--- config.mk ---
export PLATFORM = sky130hd
export DESIGN_NAME = s2c_cordic_stage
export DESIGN_NICKNAME = d
export VERILOG_FILES = /design/src/sv/s2c_pkg.sv /design/src/sv/s2c_cordic_stage.sv
export SDC_FILE = /design/constraint.sdc
export NUM_CORES = 1
export LEC_CHECK = 0
export ABC_AREA = 1
export BUFFER_PORTS_ARGS = -buffer_cell sky130_fd_sc_hd__buf_2
export CELL_PAD_IN_SITES_DETAIL_PLACEMENT = 0
export CELL_PAD_IN_SITES_GLOBAL_PLACEMENT = 1
export CORE_ASPECT_RATIO = 0.7
export CORE_MARGIN = 4
export CORE_UTILIZATION = 36
export DETAILED_ROUTE_END_ITERATION = 10
export PLACE_DENSITY = 0.89
export SKIP_CTS_REPAIR_TIMING = 1
export SLEW_MARGIN = 0
export SYNTH_ARGS = -nofsm -noshare
export SYNTH_HDL_FRONTEND = slang
export SYNTH_SLANG_ARGS = --single-unit
--- constraint.sdc ---
create_clock -name clk -period 10.2 [get_ports clk]
set_clock_uncertainty 0.15 [all_clocks]
set_input_delay 1.02 -clock clk [delete_from_list [all_inputs] [get_ports clk]]
set_output_delay 1.02 -clock clk [all_outputs]
set_load 0.02 [all_outputs]
--- src/sv/s2c_pkg.sv ---
package s2c_pkg;

  // round(2^31/pi): Q3.12 radians to 32-bit binary angle, with a 12-bit shift
  localparam logic signed [31:0] RAD_TO_BAM  = 32'sd683565276;
  // cordic gain compensation in Q2.30
  localparam logic signed [31:0] CORDIC_GAIN = 32'sd652032874;
  // smallest elevation magnitude that gets folded
  localparam logic signed [15:0] HALF_PI_Q12 = 16'sd6434;
  localparam logic [31:0]        HALF_TURN   = 32'h8000_0000;

  typedef logic signed [31:0] cval_t;

  // rotator state for both angles
  typedef struct packed {
    cval_t x_a;
    cval_t y_a;
    cval_t z_a;
    cval_t x_b;
    cval_t y_b;
    cval_t z_b;
    logic  neg_a;
    logic  neg_b;
  } rot_t;

  // atan(2^-i) in binary angle units
  function automatic cval_t atan_bam(input logic [4:0] idx);
    case (idx)
      5'd0:    return 32'sh2000_0000;
      5'd1:    return 32'sh12E4_051E;
      5'd2:    return 32'sh09FB_385B;
      5'd3:    return 32'sh0511_11D4;
      5'd4:    return 32'sh028B_0D43;
      5'd5:    return 32'sh0145_D7E1;
      5'd6:    return 32'sh00A2_F61E;
      5'd7:    return 32'sh0051_7C55;
      5'd8:    return 32'sh0028_BE53;
      5'd9:    return 32'sh0014_5F2F;
      5'd10:   return 32'sh000A_2F98;
      5'd11:   return 32'sh0005_17CC;
      5'd12:   return 32'sh0002_8BE6;
      5'd13:   return 32'sh0001_45F3;
      5'd14:   return 32'sh0000_A2FA;
      5'd15:   return 32'sh0000_517D;
      5'd16:   return 32'sh0000_28BE;
      5'd17:   return 32'sh0000_145F;
      5'd18:   return 32'sh0000_0A30;
      5'd19:   return 32'sh0000_0518;
      5'd20:   return 32'sh0000_028C;
      5'd21:   return 32'sh0000_0146;
      5'd22:   return 32'sh0000_00A3;
      5'd23:   return 32'sh0000_0051;
      default: return 32'sh0000_0000;
    endcase
  endfunction

endpackage

--- src/sv/s2c_cordic_stage.sv ---
module s2c_cordic_stage
  import s2c_pkg::*;
#(
  parameter int IDX = 0
) (
  input  logic clk,
  input  logic rst_n,
  input  logic in_valid,
  output logic in_ready,
  input  rot_t in_data,
  output logic out_valid,
  input  logic out_ready,
  output rot_t out_data
);

  localparam cval_t ATAN = atan_bam(5'(IDX));

  logic  v_r;
  rot_t  d_r;
  rot_t  d_nxt;
  logic  rdy;

  assign rdy      = !v_r || out_ready;
  assign in_ready = rdy;

  always_comb begin
    d_nxt = in_data;
    if (!in_data.z_a[31]) begin
      d_nxt.x_a = in_data.x_a - (in_data.y_a >>> IDX);
      d_nxt.y_a = in_data.y_a + (in_data.x_a >>> IDX);
      d_nxt.z_a = in_data.z_a - ATAN;
    end else begin
      d_nxt.x_a = in_data.x_a + (in_data.y_a >>> IDX);
      d_nxt.y_a = in_data.y_a - (in_data.x_a >>> IDX);
      d_nxt.z_a = in_data.z_a + ATAN;
    end
    if (!in_data.z_b[31]) begin
      d_nxt.x_b = in_data.x_b - (in_data.y_b >>> IDX);
      d_nxt.y_b = in_data.y_b + (in_data.x_b >>> IDX);
      d_nxt.z_b = in_data.z_b - ATAN;
    end else begin
      d_nxt.x_b = in_data.x_b + (in_data.y_b >>> IDX);
      d_nxt.y_b = in_data.y_b - (in_data.x_b >>> IDX);
      d_nxt.z_b = in_data.z_b + ATAN;
    end
  end

  always_ff @(posedge clk) begin
    if (!rst_n) begin
      v_r <= 1'b0;
    end else if (rdy) begin
      v_r <= in_valid;
    end
  end

  always_ff @(posedge clk) begin
    if (rdy && in_valid) begin
      d_r <= d_nxt;
    end
  end

  assign out_valid = v_r;
  assign out_data  = d_r;

endmodule

==> out/summary.txt <==
CTS sink count - 193
RSZ-0062 raised after global routing - false
Max-Cap Viols - 0
Routed WL per cell - 17.94 um
setup violators final - 0
hold path endpoint - out_valid$_SDFFE_PN0N_
period utilisation layout - 30.17%
final setup margin - 7.122 ns
met2 Usage GRT - 35.72%
Die Ht - 206.9 um
data required time of the worst path - 10.28 ns
area of the die - 60460 um^2
Post-synth EDFFs - 192
Mapped Cells - 3153
number of failing hold endpoints at the final stage - 0
layout cells sized above 1 - 13.82%
total routed wirelength - 76.21 mm
clk_lat worst skew - 0.46 ns
CTS buffer count - 17
Iter 0 DRT Violations - 2306
H-tree depth - 4
Post-synth top flop - edfxtp_1
setup_tns - 0 ns
first-pass GRT wire length - 113.1 mm
Yosys reg bits - 193
crit path kind - in2reg
worst reg2reg path endpoint - out_data[97]$_DFFE_PP_
Netlist Area Pre-Place - 20350 um^2
Initial Util - 36.61%
GRT Resource Usage Total - 24.23%
antenna-violating nets left - 0
CP Data Arrival Time - 3.15 ns
initial antenna violation count - 2
Rows - 72
synth warn - 0
Power Density - 123.0 nW/um^2
routing usage on met3 - 5.187%
Die X - 292.2 um
TritonCTS clock tree - built
Fill cells - 6020
CTS clk-pin slew, worst paths - 0.08 ns
R2R Path Start - out_valid$_SDFFE_PN0N_
routability cong. - 1.019
M1 GR Usage - 36.35%
worst vdd ir - 0.1040 mV
DRT Pass-1 Iters - 6
fmax - 0.3249 GHz
clock buffer depth - 2
syn nets - 3547
grt ovf - 0
CP Launch Type - primary input
Hold Crit Class - reg2reg
largest net degree at the start of global routing - 70
Final min period - 3.078 ns
sequential share of the synthesized area - 28.43%
Multi-input gate area - 11890 um^2
PortBufs - 393
Core Area - 55580 um^2
min-delay src - out_valid$_SDFFE_PN0N_
vias in the first global route - 19530
I/O pins - 394
worst r2r path cells - 3
Static Leak - 12.77 nW
drc violations - 0
Avg Cell Area, Syn - 6.454 um^2
clock root cell - clkbuf_16
pre-CTS setup slack - 6.715 ns
DR vias/cell - 5.032
Post-synth ARST share - 0%
max-slew violation count - 0
DPL Wire Length - 63.77 mm
CP Capture Type - flop
Layout area overhead - 15.22%
Min-Delay Path Depth - 2
Slew HR - 37.83%
reg2reg setup slack - 7.60 ns
Distinct cells, synth - 43
nets@finish - 3884
Final Core Density - 42.18%
Seq. cell area - 5786 um^2
status - complete, no violations
Final Cell Area - 23450 um^2
routed vias - 21370
Critical Path Fanout Max - 11
Worst-Margin Slew - 0.9325 ns
GRT Max-Usage Layer - met1
dpl cell area - 22840 um^2
-- routing by layer --
| layer | wire (um) | up-vias |
|---|---|---|
| li1 | - | 10540 |
| met1 | 35850 | 9851 |
| met2 | 31660 | 911 |
| met3 | 7304 | 73 |
| met4 | 1396 | 0 |
| met5 | 0 | - |
-- report_power, final --
| group | switching (mW) | total [mW] | internal, mW | leakage (nW) |
|---|---|---|---|---|
| Sequential | 0.0254 | 1.00 | 0.978 | 1.87 |
| Combinational | 0.811 | 1.15 | 0.340 | 10.6 |
| Clock | 0.379 | 0.730 | 0.351 | 0.289 |
| Total | 1.22 | 2.88 | 1.67 | 12.8 |
-- cell type report --
type | instances | share of cell area [%]
flip-flops and latches | 193 | 24.67
well taps | 740 | 3.949
clock buffers | 17 | 1.814
repair buffers | 400 | 8.613
multi-input cells | 2286 | 50.70
inverters | 592 | 9.477
clock inverters | 14 | 0.7097
diodes | 6 | 0.06403
-- cell families after synthesis --
logic type | count (synthesis) | share of synthesized area [%]
and+or+nand+nor | 1697 | 34.61
buffers and inverters | 674 | 13.21
AOI/OAI and AO/OA | 339 | 9.075
adders and majority gates | 196 | 12.35
DFF | 193 | 28.43
xor gates and xnor gates | 53 | 2.281
muxes | 1 | 0.04919
-- worst max path at each step --
| stage | startpoint | slack, ns | cells after the start | endpoint |
|---|---|---|---|---|
| floorplan | out_ready | 2.93 | 2 | out_data[0]$_DFFE_PP_ |
| global placement | in_data[45] | 6.71 | 14 | out_data[57]$_DFFE_PP_ |
| detailed placement | in_data[45] | 6.71 | 14 | out_data[57]$_DFFE_PP_ |
| CTS | in_data[45] | 7.22 | 14 | out_data[57]$_DFFE_PP_ |
| global route | in_data[39] | 6.96 | 14 | out_data[97]$_DFFE_PP_ |
| finish | in_data[39] | 7.12 | 14 | out_data[89]$_DFFE_PP_ |
-- per-stage QoR --
| step | cells | power [mW] | hold slack (ns) |
|---|---|---|---|
| final | 4248 | 2.884 | 0.4209 |
| after global routing | 4243 | 3.051 | 0.4482 |
| after global placement | 4211 | 2.142 | 0.3979 |
| after CTS | 4242 | 2.879 | 0.4198 |
| after detailed placement | 4211 | 2.145 | 0.3972 |
| after floorplan | 3153 | 1.771 | 0.5923 |
-- synthesized netlist by cell type (all sizes together) (8+ instances only) --
cell type     n  area, um^2
a21oi       156       788.3
and2         14       87.58
buf          65       396.6
clkbuf       17       70.07
edfxtp      192        5766
fa            8       160.2
ha          188        2352
inv         591        2218
nand2      1078        4079
nand3       287        1456
nand4        35       219.0
nor2        256        1008
nor3         17       110.1
o21ai       127       635.6
o21bai       33       247.7
o22ai        10       62.56
xor2         52       455.4
-- state kept, by name (all words and copies together), names as in the netlist --
register	flops
out_valid	1
out_data	192
-- worst max-delay path: stages --
cell and delay, ns:
buf_2 0.11, inv_1 0.04, ha_1 0.57, nand2_1 0.24, nor2_1 0.30, nand2_1 0.12, nand2_1 0.19, nand2_1 0.10
nand2_1 0.13, nand2_1 0.09, nand2_1 0.06, nand2_1 0.04, nand3_1 0.08, nand2_1 0.06
-- layout by cell type (no fill, tap or decap), types with 5 or more instances in the layout --
cell       count
o21bai_1      33
edfxtp_1     192
o22ai_1       10
diode_2        6
or2_2          5
o21ai_1        8
nor2_2         7
nor3_1        12
buf_4          7
buf_2        393
nor3_2         5
fa_1           8
nand3_1      283
and2_1        14
clkbuf_16     17
a21oi_1      153
inv_1        585
nand4_1       35
o21ai_0      119
nor2_1       245
inv_8          5
inv_2          6
ha_1         188
nand2_2       10
nand2_1     1067
xor2_1        52
Power figures use the tool's default switching activity.
